File: config.mk
export PLATFORM = sky130hd
export DESIGN_NAME = extended_euclid_bezout
export DESIGN_NICKNAME = d
export VERILOG_FILES = /design/src/eeb_pkg.sv /design/src/eeb_core.sv /design/src/extended_euclid_bezout.sv
export VERILOG_INCLUDE_DIRS = /design/src /design/src/src
export SDC_FILE = /design/constraint.sdc
export NUM_CORES = 1
export LEC_CHECK = 0
export ABC_CLOCK_PERIOD_IN_PS = 8000
export BUFFER_PORTS_ARGS = -buffer_cell sky130_fd_sc_hd__buf_2
export CORE_MARGIN = 4
export CORE_UTILIZATION = 46
export CTS_CLUSTER_DIAMETER = 40
export DETAILED_ROUTE_END_ITERATION = 8
export PLACE_DENSITY = 0.78
export SLEW_MARGIN = 10
export SYNTH_ARGS = -nofsm -noshare
export SYNTH_HDL_FRONTEND = slang
export SYNTH_SLANG_ARGS = --single-unit
File: constraint.sdc
create_clock -name clk -period 8 [get_ports clk]
set_clock_uncertainty 0.2 [all_clocks]
set_input_delay 0.8 -clock clk [delete_from_list [all_inputs] [get_ports clk]]
set_output_delay 0.8 -clock clk [all_outputs]
set_load 0.05 [all_outputs]
File: src/assert_macros.svh
// Assertion macros shared by the RTL.
// Define ASSERT_OFF to compile the assertions out.
`ifndef ASSERT_MACROS_SVH
`define ASSERT_MACROS_SVH

`ifndef ASSERT_OFF

// Check a property on every clock edge outside reset.
`define ASSERT_CLK(lbl, prop) \
  lbl: assert property (@(posedge clk) disable iff (rst) (prop)) \
    else $error("assertion failed")

// Check a property on every clock edge, reset included.
`define ASSERT_ALWAYS(lbl, prop) \
  lbl: assert property (@(posedge clk) (prop)) \
    else $error("assertion failed")

`else

`define ASSERT_CLK(lbl, prop)
`define ASSERT_ALWAYS(lbl, prop)

`endif

`endif

File: src/eeb_pkg.sv
`default_nettype none

package eeb_pkg;

  // Operand and remainder widths
  localparam int OperandWidth = 32;
  localparam int RemWidth     = 31;
  localparam int ShiftWidth   = 5;

  typedef struct packed {
    logic signed [OperandWidth-1:0] value_a;
    logic signed [OperandWidth-1:0] value_b;
  } in_t;

  typedef struct packed {
    logic        [RemWidth-1:0]     divisor;
    logic signed [OperandWidth-1:0] coef_a;
    logic signed [OperandWidth-1:0] coef_b;
    logic                           bad_input;
  } out_t;

  // Control from the channel logic into the core
  typedef struct packed {
    logic start;
    logic take;
  } core_ctrl_t;

  // Status from the core back to the channel logic
  typedef struct packed {
    logic busy;
    logic done;
  } core_stat_t;

  typedef enum logic [4:0] {
    ST_IDLE  = 5'b00001,
    ST_ALIGN = 5'b00010,
    ST_SUB   = 5'b00100,
    ST_SWAP  = 5'b01000,
    ST_DONE  = 5'b10000
  } state_t;

endpackage

`default_nettype wire

File: src/eeb_core.sv
`default_nettype none

`include "assert_macros.svh"

module eeb_core (
  input  wire                   clk,
  input  wire                   rst,
  input  eeb_pkg::core_ctrl_t   ctrl,
  input  eeb_pkg::in_t          operands,
  output eeb_pkg::core_stat_t   stat,
  output eeb_pkg::out_t         result
);
  import eeb_pkg::*;

  state_t state;
  state_t state_next;

  // Remainder pair and coefficient pairs
  logic        [RemWidth-1:0]     r0;
  logic        [RemWidth-1:0]     r1;
  logic signed [OperandWidth-1:0] s0;
  logic signed [OperandWidth-1:0] s1;
  logic signed [OperandWidth-1:0] t0;
  logic signed [OperandWidth-1:0] t1;
  logic                           bad;

  // Shifted divisor and shifted coefficients of the current quotient step
  logic        [RemWidth-1:0]     d;
  logic signed [OperandWidth-1:0] ds;
  logic signed [OperandWidth-1:0] dt;
  logic        [ShiftWidth-1:0]   k;

  logic        [RemWidth:0]       d_dbl;
  logic                           align_go;
  logic                           sub_go;
  logic                           neg_in;

  // Compare logic: doubled divisor against remainder, divisor against remainder
  assign d_dbl    = {d, 1'b0};
  assign align_go = (d_dbl <= {1'b0, r0}) && !d[RemWidth-1];
  assign sub_go   = (d <= r0);
  assign neg_in   = operands.value_a[OperandWidth-1] | operands.value_b[OperandWidth-1];

  // Sequence the quotient steps
  always_comb begin
    state_next = state;
    case (state)
      ST_IDLE: begin
        if (ctrl.start) begin
          if (neg_in || (operands.value_b == '0)) begin
            state_next = ST_DONE;
          end else begin
            state_next = ST_ALIGN;
          end
        end
      end
      ST_ALIGN: begin
        if (!align_go) begin
          state_next = ST_SUB;
        end
      end
      ST_SUB: begin
        if (k == '0) begin
          state_next = ST_SWAP;
        end
      end
      ST_SWAP: begin
        if (r0 == '0) begin
          state_next = ST_DONE;
        end else begin
          state_next = ST_ALIGN;
        end
      end
      ST_DONE: begin
        if (ctrl.take) begin
          state_next = ST_IDLE;
        end
      end
      default: state_next = ST_IDLE;
    endcase
  end

  always_ff @(posedge clk) begin
    if (rst) begin
      state <= ST_IDLE;
    end else begin
      state <= state_next;
    end
  end

  // Datapath: load, align, subtract, swap
  always_ff @(posedge clk) begin
    case (state)
      ST_IDLE: begin
        if (ctrl.start) begin
          bad <= neg_in;
          if (neg_in) begin
            r0 <= '0;
            s0 <= '0;
            t0 <= '0;
          end else begin
            r0 <= operands.value_a[RemWidth-1:0];
            s0 <= OperandWidth'(1);
            t0 <= '0;
          end
          r1 <= operands.value_b[RemWidth-1:0];
          s1 <= '0;
          t1 <= OperandWidth'(1);
          d  <= operands.value_b[RemWidth-1:0];
          ds <= '0;
          dt <= OperandWidth'(1);
          k  <= '0;
        end
      end
      ST_ALIGN: begin
        if (align_go) begin
          d  <= d_dbl[RemWidth-1:0];
          ds <= ds <<< 1;
          dt <= dt <<< 1;
          k  <= k + ShiftWidth'(1);
        end
      end
      ST_SUB: begin
        if (sub_go) begin
          r0 <= r0 - d;
          s0 <= s0 - ds;
          t0 <= t0 - dt;
        end
        d  <= d >> 1;
        ds <= ds >>> 1;
        dt <= dt >>> 1;
        if (k != '0) begin
          k <= k - ShiftWidth'(1);
        end
      end
      ST_SWAP: begin
        // r0 now holds the remainder; it becomes the next divisor
        r0 <= r1;
        r1 <= r0;
        s0 <= s1;
        s1 <= s0;
        t0 <= t1;
        t1 <= t0;
        d  <= r0;
        ds <= s0;
        dt <= t0;
        k  <= '0;
      end
      default: begin
      end
    endcase
  end

  assign stat.busy = (state != ST_IDLE);
  assign stat.done = (state == ST_DONE) && ctrl.take;

  assign result.divisor   = r0;
  assign result.coef_a    = s0;
  assign result.coef_b    = t0;
  assign result.bad_input = bad;

  // The core only starts from idle
  `ASSERT_CLK(a_start_idle, ctrl.start |-> (state == ST_IDLE));
  // Alignment never pushes the divisor past the remainder
  `ASSERT_CLK(a_align_bound, ((state == ST_ALIGN) && (k != '0)) |-> (d <= r0));
  // A quotient step always divides by a nonzero value
  `ASSERT_CLK(a_div_nonzero, ((state == ST_ALIGN) || (state == ST_SUB)) |-> (d != '0));
  // After the subtract phase the remainder is below the divisor
  `ASSERT_CLK(a_rem_below, (state == ST_SWAP) |-> (r0 < r1));
  // Rejected operands give zero results
  `ASSERT_CLK(a_bad_zero,
    ((state == ST_DONE) && bad) |-> ((r0 == '0) && (s0 == '0) && (t0 == '0)));

endmodule

`default_nettype wire

File: src/extended_euclid_bezout.sv
`default_nettype none

// Channel  Handshake          Payload
// in       in_valid/in_stall  in_data  (value_a, value_b)
// out      out_valid/out_stall out_data (divisor, coef_a, coef_b, bad_input)
//
// One transaction at a time; in_stall stays high until the result is loaded.
// Each quotient step aligns the divisor in ALIGN, subtracts bit by bit in SUB, then swaps
// the pairs in SWAP, using the shift/compare/subtract datapath.
// A negative operand or a zero value_b goes from idle straight to done.
// rst is synchronous and clears the sequencer and the output valid.
// The result register lets a new transaction start while out_stall holds one.
module extended_euclid_bezout (
  input  wire            clk,
  input  wire            rst,
  input  wire            in_valid,
  output logic           in_stall,
  input  eeb_pkg::in_t   in_data,
  output logic           out_valid,
  input  wire            out_stall,
  output eeb_pkg::out_t  out_data
);
  import eeb_pkg::*;

  core_ctrl_t ctrl;
  core_stat_t stat;
  out_t       result;

  assign in_stall   = stat.busy;
  assign ctrl.start = in_valid && !stat.busy;
  assign ctrl.take  = !out_valid || !out_stall;

  eeb_core u_core (
    .clk      (clk),
    .rst      (rst),
    .ctrl     (ctrl),
    .operands (in_data),
    .stat     (stat),
    .result   (result)
  );

  // Hold the result until the downstream side takes it
  always_ff @(posedge clk) begin
    if (rst) begin
      out_valid <= 1'b0;
    end else if (stat.done) begin
      out_valid <= 1'b1;
    end else if (!out_stall) begin
      out_valid <= 1'b0;
    end
  end

  always_ff @(posedge clk) begin
    if (stat.done) begin
      out_data <= result;
    end
  end

endmodule

`default_nettype wire

==> out/metrics.cfg, run 1 <==
[grt]
grt_use_total_pct=21.98
overflow=0
antenna_found_initial=1
use_met1_pct=29.91
grt_first_pass_wirelength_um=88670
busiest_layer=met2
grt_pass1_vias=16040
grtUsageMet3_pct=4.993
grt_max_degree=179
use_met2_pct=34.97

[drt]
vias_per_cell=5.958
drt_iter0_drc=1930
drc=0
routed_wl_um=56610
ant_nets=0
drt-wirelength-per-cell_um=20.74
num_vias=16260
dr.pass1.iters=5

[floorplanning]
fp.dieH_um=223.7
dieArea_sq_mm=0.05003
io_pins=166
rows=78
die_w_um=223.7
start_util_pct=46.85
core_sq_mm=0.04567

[place]
pre_cts_ws_ps=3023
placed_cell_area_sq_mm=0.02289
hpwl_um=37610
portBuffers=165
dp.cells=2617
gp_congestion=0.9509

[power_and_ir_drop]
p_leak_nw=10.25
ir_drop_mv=0.2104
total_power_mw=9.949
power.density_mw_per_mm2=398.4

[critical_path]
start_kind=register
r2r_start=u_core.state[1]
worstPathArrival_ps=5030
cp-end-kind=register
crit_start=u_core.state[1]
reg2reg_depth=7
r2r-end=u_core.dt[18]
critPathMaxFanout=87
critPathKind=reg2reg
reg2reg_slack_ps=2990
worstPathRequired_ps=8030

[timing]
hold_viol_final=0
final.setup.tns_ps=0
hold_slack_ps=236.8
fmax_ghz=0.1998
tightestPinTransition_ps=1161
setup_violations=0
rsz0062_at_grt=no
period_needed_ps=5005
slew-limit-headroom_pct=22.15
post-route-period-util_pct=62.56
maxSlewViolCount=0
setup_ws_ps=2995

[synthesis]
async_flop_share_pct=0
ys_ff_latch=393
yosysTopAreaCellShare_pct=54.31
synth-edff-count=387
yosysTopAreaCell=edfxtp_1
yosysUniqueCellTypes=83
syn_nets=2112
synth-seq-area-share_pct=54.87
yosys_warnings=0
syn_inst=1914
synth.area.top_cells=edfxtp_1 54%, ha_1 7.4%, inv_1 3.8%
synth_ff_type=edfxtp_1
synthesis.area_per_instance_sq_um=11.18
netlist_area_sq_mm=0.02140

[run_status]
outcome=finished, final reports clean

[clock_network]
cts_hold_repair.buffers=0
clock-root-buffer=clkbuf_16
clkLatencyLatePin_ps=620
cts_buffers=59
cts_resized=0
cts_tree=yes
cts_setup_buffers=0
h-tree-depth=2
cts.clk_slew.worst_paths_ps=60
clock-sinks=393
clk_path_buf_depth=3

[worst_hold_path]
hold_start=rst
holdPathStages=2
hold_end=u_core.state[2]
min_path_type=in2reg

[finish]
post-route-util_pct=54.68
nNetsFinal=2276
area_growth_syn_to_layout_pct=16.72
seqCellArea_sq_mm=0.01174
final_common_cell=edfxtp_1
fin_cells=2730
final_cell_mix=387 x edfxtp_1, 217 x inv_1, 165 x buf_2
n_fill_cell=3849
multi_input_area_sq_mm=0.008633
drive_above_1_share_pct=14.84
fin_area_sq_mm=0.02498

[run]
cap_violations=0

[sequential cells by signal, summed over array words and instances, names as in the netlist, 5 cells and up]
signal	flops
u_core.r1	31
out_data	96
u_core.k	5
u_core.t0	32
u_core.state	5
u_core.d	31
u_core.r0	31
u_core.s1	32
u_core.t1	32
u_core.s0	32
u_core.dt	32
u_core.ds	32
[how the worst max path moves through the flow]
stage	cells after the start	end	slack, ps
final	7	u_core.dt[18]	2990
after global routing	7	u_core.dt[18]	2670
after CTS	7	u_core.dt[9]	3010
after detailed placement	7	u_core.dt[12]	3020
after global placement	7	u_core.dt[15]	3210
after floorplan	5	u_core.r0[0]	50
[per-layer routing]
layer,share of wire (%),wire [um],vias to the layer above
li1,-,-,7541
met1,41,23290,7824
met2,46,26100,755
met3,9.6,5411,142
met4,3.1,1751,2
met5,0.090,51,-
[logic make-up after synthesis]
kind of cell | after synthesis | share of synthesized area (%)
buf+inv | 294 | 5.187
simple gates | 431 | 10.08
compound gates | 581 | 18.61
flops | 393 | 54.87
fa+ha+maj | 130 | 7.742
xor+xnor | 81 | 3.316
mux | 4 | 0.1930
[area by class of cell]
type                       count  share of cell area [%]
sequential                   393                   47.01
multi-input combinational   1227                   34.57
clock buffer                  62                   5.957
timing repair buffer         178                   3.747
inverter                     219                   3.301
tap                          600                   3.006
clock inverter                50                   2.400
antenna                        1                 0.01002
[report_power, final]
group	internal, mW	leakage [nW]	switching [mW]	total (mW)
sequential	3.01	3.76	0.436	3.44
clock	1.60	0.996	1.08	2.68
combinational	1.40	5.49	2.42	3.83
total	6.01	10.3	3.94	9.95
[cells in the mapped netlist (17+ instances only)]
master / n
nand3_1: 18
and2_1: 70
ha_1: 126
a31oi_1: 17
nor2_1: 83
a21o_1: 50
o21ai_0: 150
nor4_1: 17
a22oi_1: 23
xor2_1: 37
o22ai_1: 18
xnor2_1: 44
a221oi_1: 62
a21oi_1: 111
nand2_1: 142
clkbuf_1: 58
a221o_1: 19
nand2b_1: 17
edfxtp_1: 387
nand4_1: 23
inv_1: 217
a222oi_1: 21
[worst max-delay path: stages (launching register included)]
cell and delay, ps:
dfxtp_1 370, nor2_1 230, nand3_4 490, inv_4 560, buf_4 870, nor3_2 170, a21oi_4 600, buf_4 980
Note: power is estimated with default switching activity, not from simulation.
==> inputs of run 2 (changes only) <==
--- a/config.mk
+++ b/config.mk
@@ -6,13 +6,14 @@
 export SDC_FILE = /design/constraint.sdc
 export NUM_CORES = 1
 export LEC_CHECK = 0
-export ABC_CLOCK_PERIOD_IN_PS = 8000
+export ABC_AREA = 1
+export ABC_CLOCK_PERIOD_IN_PS = 5100
 export BUFFER_PORTS_ARGS = -buffer_cell sky130_fd_sc_hd__buf_2
 export CORE_MARGIN = 4
 export CORE_UTILIZATION = 46
 export CTS_CLUSTER_DIAMETER = 40
 export DETAILED_ROUTE_END_ITERATION = 8
-export PLACE_DENSITY = 0.78
+export PLACE_DENSITY = 0.76
 export SLEW_MARGIN = 10
 export SYNTH_ARGS = -nofsm -noshare
 export SYNTH_HDL_FRONTEND = slang
==> constraint.sdc (replaced) <==
create_clock -name clk -period 5.1 [get_ports clk]
set_clock_uncertainty 0.2 [all_clocks]
set_input_delay 0.51 -clock clk [delete_from_list [all_inputs] [get_ports clk]]
set_output_delay 0.51 -clock clk [all_outputs]
set_load 0.05 [all_outputs]
==> run 2 against run 1 <==
Against the previous run: combinational power grew 35%; maximum frequency grew 35%; global-route usage grew 2.9 points; die area grew 4.3%; synthesized cell count grew 28%; count of clock-buffer cells in the layout grew 11; highest routed layer is now met4.
==> out/metrics.cfg, run 2 <==
[floorplanning]
dieArea_sq_mm=0.05218  ; was 0.05003 sq mm
core_sq_mm=0.04785  ; was 0.04567 sq mm
start_util_pct=46.72  ; was 46.85%
fp.dieH_um=228.4  ; was 223.7 um
die_w_um=228.4  ; was 223.7 um
io_pins=166  ; unchanged
rows=80  ; was 78

[timing]
maxSlewViolCount=0  ; unchanged
final.setup.tns_ps=0  ; unchanged
post-route-period-util_pct=72.83  ; was 62.56%
rsz0062_at_grt=no  ; unchanged
tightestPinTransition_ps=1067  ; was 1161 ps
period_needed_ps=3714  ; was 5005 ps
fmax_ghz=0.2692  ; was 0.1998 GHz
setup_violations=0  ; unchanged
hold_viol_final=0  ; unchanged
slew-limit-headroom_pct=28.89  ; was 22.15%

[clock_network]
h-tree-depth=3  ; was 2
clkLatencyLatePin_ps=600  ; was 620 ps
clock-sinks=393  ; unchanged
cts_buffers=67  ; was 59
cts.clk_slew.worst_paths_ps=50  ; was 60 ps
clock-root-buffer=clkbuf_16  ; unchanged
cts_setup_buffers=0  ; unchanged
cts_tree=yes  ; unchanged
clk_path_buf_depth=3  ; unchanged

[grt]
grt_use_total_pct=24.83  ; was 21.98%
grt_pass1_vias=18790  ; was 16040
grt_first_pass_wirelength_um=103500  ; was 88670 um
overflow=0  ; unchanged
antenna_found_initial=1  ; unchanged
grt_max_degree=159  ; was 179

[power_and_ir_drop]
seqPwrFrac_pct=34.5  ; was 34.6%
intPower_mw=8.911  ; was 6.008 mW
p_leak_nw=11.29  ; was 10.25 nW
p_switching_mw=5.944  ; was 3.941 mW
ir_drop_mv=0.3587  ; was 0.2104 mV
combPwrFrac_pct=34.8  ; was 38.5%
sw_frac_of_total_pct=40.01  ; was 39.61%
power.density_mw_per_mm2=565.0  ; was 398.4 mW/mm^2
clkPwrFrac_pct=30.7  ; was 26.9%

[finish]
drive_above_1_share_pct=11.91  ; was 14.84%
final_common_cell=nand2_1  ; was edfxtp_1
nNetsFinal=2855  ; was 2276
area_growth_syn_to_layout_pct=17.62  ; was 16.72%
n_fill_cell=4257  ; was 3849
largest_register=out_data  ; unchanged
final_cell_mix=524 x nand2_1, 387 x edfxtp_1, 367 x inv_1  ; was 387 x edfxtp_1, 217 x inv_1, 165 x buf_2
largest_register_ffs=96  ; unchanged
fin_area_sq_mm=0.02629  ; was 0.02498 sq mm
post-route-util_pct=54.95  ; was 54.68%

[critical_path]
max_stage_delay_ps=730  ; was 980 ps
start_kind=register  ; unchanged
crit_start=u_core.r0[29]  ; was u_core.state[1]
cp-end-kind=register  ; unchanged
crit_family=simple AND/OR/NAND/NOR gates  ; was buffers and inverters
path_cells=inv_1 > ha_1 > inv_1 > nor4_1 > nor2b_1 > nand3_1 > nand3_1 > nand2_1 > nor2_4 > buf_4  ; was nor2_1 > nand3_4 > inv_4 > buf_4 > nor3_2 > a21oi_4 > buf_4
worstPathRequired_ps=5110  ; was 8030 ps
reg2reg_slack_ps=1390  ; was 2990 ps
cp_num_buf_inv=3  ; unchanged
critPathKind=reg2reg  ; unchanged
critPathMaxFanout=62  ; was 87
r2r_start=u_core.r0[29]  ; was u_core.state[1]
crit_slowest_cell=buf_4  ; unchanged
worstPathArrival_ps=3720  ; was 5030 ps

[place]
gp_congestion=0.9931  ; was 0.9509
portBuffers=165  ; unchanged
hpwl_um=46660  ; was 37610 um
placed_cell_area_sq_mm=0.02391  ; was 0.02289 sq mm

[synthesis]
syn_inst=2457  ; was 1914
synth-seq-area-share_pct=52.53  ; was 54.87%
yosysTopAreaCell=edfxtp_1  ; unchanged
synth.area.top_cells=edfxtp_1 52%, nand2_1 8.8%, ha_1 7.1%  ; was edfxtp_1 54%, ha_1 7.4%, inv_1 3.8%
yosys_warnings=0  ; unchanged
yosysUniqueCellTypes=42  ; was 83
ys_ff_latch=393  ; unchanged
synth.most_common_cell=nand2_1  ; was edfxtp_1
synthesis.area_per_instance_sq_um=9.097  ; was 11.18 sq um
async_flop_share_pct=0  ; unchanged
syn_nets=2655  ; was 2112
synth-edff-count=387  ; unchanged
netlist_area_sq_mm=0.02235  ; was 0.02140 sq mm
synth_commonest_cells=524 x nand2_1, 387 x edfxtp_1, 367 x inv_1  ; was 387 x edfxtp_1, 217 x inv_1, 150 x o21ai_0
synth_ff_type=edfxtp_1  ; unchanged
yosysTopAreaCellShare_pct=51.99  ; was 54.31%

[drt]
drt-wirelength-per-cell_um=19.92  ; was 20.74 um
dr.pass1.iters=5  ; unchanged
drc=0  ; unchanged
vias_per_cell=5.700  ; was 5.958
num_vias=18970  ; was 16260
routed_wl_um=66280  ; was 56610 um
ant_nets=0  ; unchanged
drt_iter0_drc=1700  ; was 1930

[worst_hold_path]
hold_start=in_data[36]  ; was rst
min_path_type=in2reg  ; unchanged

[run]
cap_violations=0  ; unchanged

[run_status]
outcome=finished, final reports clean  ; unchanged

-- run 2: area by class of cell --
| cell class | instances | area, sq um | share of cell area (%) |
|---|---|---|---|
| Tap cell | 615 | 769.5 | 2.927 |
| Clock inverter | 50 | 546.8 | 2.080 |
| Multi-Input combinational cell | 1633 | 9016 | 34.29 |
| Timing Repair Buffer | 190 | 1074 | 4.083 |
| Inverter | 372 | 1398 | 5.316 |
| Sequential cell | 393 | 11740 | 44.66 |
| Clock buffer | 73 | 1742 | 6.625 |
| Antenna cell | 1 | 2.502 | 0.009518 |
-- run 2: kinds of logic after synthesis --
logic type | Yosys count | synth area share [%]
AND/OR/NAND/NOR | 954 | 17.38
XOR/XNOR | 16 | 0.6269
buffers and inverters | 431 | 7.428
AO/OA/AOI/OAI | 533 | 14.63
flip-flops | 393 | 52.53
adder cells (fa/ha/maj) | 130 | 7.412
-- run 2: layer usage --
layer  part of all wire, %  track usage (%)  up-vias  wire length, um
met4                   2.8            7.807        0             1862
li1                      -                -     8947                -
met1                    42            33.37     9074            28110
met2                    47            41.20      823            31430
met3                   7.4            4.474      121             4882
met5                     0                0        -                0
-- run 2: metrics by stage --
stage / total power [mW] / hold WS [ps] / setup WS (ps) / instances
after floorplan: 8.606 / 200.3 / -177.0 / 2457
after global placement: 10.13 / 205.9 / 1472 / 3194
after detailed placement: 10.23 / 225.2 / 1403 / 3194
after CTS: 14.84 / 0.6521 / 1395 / 3326
after global routing: 15.74 / 2.072 / 1229 / 3327
final: 14.86 / 27.22 / 1386 / 3327
-- run 2: path summary, 6_finish.rpt --
| path | to | cells past startpoint |
|---|---|---|
| worst max register to register | u_core.dt[27] | 10 |
| worst max-delay path | u_core.dt[27] | 10 |
| worst min register to register | out_data[0] | 0 |
| worst min-delay path | u_core.r0[4] | 3 |
-- run 2: timing repair --
action,CTS,global route
endpoints found under the setup margin,0,0
endpoints found under the hold margin,11,0
hold buffers,9,0
resized for setup,0,0
-- run 2: tightest hold or removal path: stages --
cell	delay, ps
buf_2	70
a22oi_1	70
nand2_1	60
-- run 2: power groups by stage --
stage                     registers [mW]  logic (mW)  clock network [mW]
after detailed placement            5.17        5.06                   0
after global routing                5.20        5.76                4.78
after global placement              5.13        5.00                   0
final                               5.13        5.17                4.56
after CTS                           5.11        5.11                4.62
after floorplan                     5.19        3.42                   0
==> inputs of run 3 (changes only) <==
--- a/config.mk
+++ b/config.mk
@@ -7,13 +7,13 @@
 export NUM_CORES = 1
 export LEC_CHECK = 0
 export ABC_AREA = 1
-export ABC_CLOCK_PERIOD_IN_PS = 5100
+export ABC_CLOCK_PERIOD_IN_PS = 3400
 export BUFFER_PORTS_ARGS = -buffer_cell sky130_fd_sc_hd__buf_2
 export CORE_MARGIN = 4
 export CORE_UTILIZATION = 46
 export CTS_CLUSTER_DIAMETER = 40
 export DETAILED_ROUTE_END_ITERATION = 8
-export PLACE_DENSITY = 0.76
+export PLACE_DENSITY = 0.78
 export SLEW_MARGIN = 10
 export SYNTH_ARGS = -nofsm -noshare
 export SYNTH_HDL_FRONTEND = slang
==> constraint.sdc (replaced) <==
create_clock -name clk -period 3.4 [get_ports clk]
set_clock_uncertainty 0.2 [all_clocks]
set_input_delay 0.34 -clock clk [delete_from_list [all_inputs] [get_ports clk]]
set_output_delay 0.34 -clock clk [all_outputs]
set_load 0.05 [all_outputs]
==> run 3 against run 2 <==
Against the previous run: total power up 45%; cell count up 1.3%; critical path type unchanged; largest power group unchanged; core utilization grew 0.70 points.
==> out/metrics.cfg, run 3 (synthesis results as in run 2) <==
[critical_path]
worstPathRequired_ps=3520  ; was 5110 ps
critPathMaxFanout=77  ; was 62
worstPathArrival_ps=3310  ; was 3720 ps
critPathKind=reg2reg  ; unchanged
start_kind=register  ; unchanged
cp-end-kind=register  ; unchanged
reg2reg_slack_ps=220  ; was 1390 ps

[timing]
final.setup.tns_ps=0  ; unchanged
period_needed_ps=3183  ; was 3714 ps
post-route-period-util_pct=93.61  ; was 72.83%
fmax_ghz=0.3142  ; was 0.2692 GHz
hold_viol_final=0  ; unchanged
setup_violations=0  ; unchanged
tightestPinTransition_ps=968.7  ; was 1067 ps
rsz0062_at_grt=no  ; unchanged
maxSlewViolCount=0  ; unchanged
slew-limit-headroom_pct=35.42  ; was 28.89%

[drt]
ant_nets=0  ; unchanged
vias_per_cell=5.700  ; about the same
drt-wirelength-per-cell_um=19.55  ; was 19.92 um
dr.pass1.iters=5  ; unchanged
num_vias=19210  ; was 18970
drt_iter0_drc=1805  ; was 1700
drc=0  ; unchanged
routed_wl_um=65900  ; was 66280 um

[place]
portBuffers=165  ; unchanged
gp_congestion=0.9611  ; was 0.9931
hpwl_um=46010  ; was 46660 um
placed_cell_area_sq_mm=0.02404  ; was 0.02391 sq mm

[floorplanning]
io_pins=166  ; unchanged
fp.dieH_um=228.4  ; unchanged
core_sq_mm=0.04785  ; unchanged
die_w_um=228.4  ; unchanged
start_util_pct=46.72  ; unchanged
rows=80  ; unchanged
dieArea_sq_mm=0.05218  ; unchanged

[clock_network]
cts.clk_slew.worst_paths_ps=60  ; was 50 ps
clock-sinks=393  ; unchanged
clk_path_buf_depth=3  ; unchanged
clkLatencyLatePin_ps=610  ; was 600 ps
cts_buffers=56  ; was 67
clock-root-buffer=clkbuf_16  ; unchanged
cts_resized=0  ; unchanged
cts_tree=yes  ; unchanged
h-tree-depth=2  ; was 3

[grt]
grt_use_total_pct=24.56  ; was 24.83%
grt_max_degree=159  ; unchanged
antenna_found_initial=0  ; was 1
grt_pass1_vias=19270  ; was 18790
overflow=0  ; unchanged
grt_first_pass_wirelength_um=103300  ; was 103500 um

[finish]
final_cell_mix=523 x nand2_1, 387 x edfxtp_1, 367 x inv_1  ; was 524 x nand2_1, 387 x edfxtp_1, 367 x inv_1
nNetsFinal=2908  ; was 2855
n_fill_cell=4138  ; was 4257
largest_register=out_data  ; unchanged
n_antenna_cell=0  ; was 1
area_growth_syn_to_layout_pct=19.13  ; was 17.62%
fin_area_sq_mm=0.02663  ; was 0.02629 sq mm
drive_above_1_share_pct=11.39  ; was 11.91%
largest_register_ffs=96  ; unchanged
final_common_cell=nand2_1  ; unchanged
multi_input_area_sq_mm=0.009040  ; was 0.009016 sq mm
seqCellArea_sq_mm=0.01174  ; unchanged

[run]
cap_violations=0  ; unchanged

[power_and_ir_drop]
power.density_mw_per_mm2=810.4  ; was 565.0 mW/mm^2
ir_drop_mv=0.4535  ; was 0.3587 mV
p_leak_nw=11.43  ; was 11.29 nW

[run_status]
outcome=finished, final reports clean  ; unchanged

[worst_hold_path]
min_path_type=in2reg  ; unchanged

run 3: power breakdown:
part	leakage [nW]	internal, mW	switching, mW
clock network	0.951	3.66	2.32
registers	3.82	6.88	0.827
logic	6.66	2.38	5.52
run 3: worst paths after layout:
| path | startpoint | end | depth (start not counted) |
|---|---|---|---|
| max | u_core.state[0] | u_core.dt[0] | 10 |
| min | in_data[31] | u_core.bad | 3 |
| max reg2reg | u_core.state[0] | u_core.dt[0] | 10 |
| min reg2reg | u_core.bad | out_data[0] | 0 |
run 3: layout make-up:
class                   instances  share of cell area [%]
clock buffers                  65                   5.582
clock inverters                39                   1.668
inverters                     372                   5.249
multi-input cells            1633                   33.95
flip-flops and latches        393                   44.10
well taps                     615                   2.890
repair buffers                254                   6.560
run 3: per-layer routing:
metal,GRT usage [%],vias to the layer above,routed length (um)
met5,0,-,0
met4,8.381,0,2237
met3,4.561,144,5433
met2,40.79,873,30690
met1,32.60,9153,27540
li1,-,9044,-
run 3: timing repair:
action / in CTS / in global routing
hold buffers: 66 / 0
buffers inserted: 0 / 0
hold endpoints to repair: 97 / 0
run 3: critical path, stage by stage, from the launching register on:
cell and delay (ps):
dfxtp_1 350, nor2_2 210, nand4_4 120, clkinv_2 70
buf_4 700, nor2_1 260, inv_2 150, nor2_2 40
buf_4 280, inv_2 300, o221ai_1 180
run 3: stage by stage:
stage / total power, mW / utilization (%) / setup slack [ps] / hold WS (ps) / instances
4_1_cts: 21.53 / 55.65 / 264.3 / 16.85 / 3371
3_5_place_dp: 15.43 / 50.24 / 296.9 / 234.3 / 3201
2_1_floorplan: 12.90 / - / -1834 / 200.3 / 2457
6_report: 21.58 / 55.65 / 217.2 / 75.95 / 3371
3_3_place_gp: 15.24 / 50.24 / 354.2 / 205.2 / 3201
5_1_grt: 22.91 / 55.65 / 93.79 / 54.86 / 3371
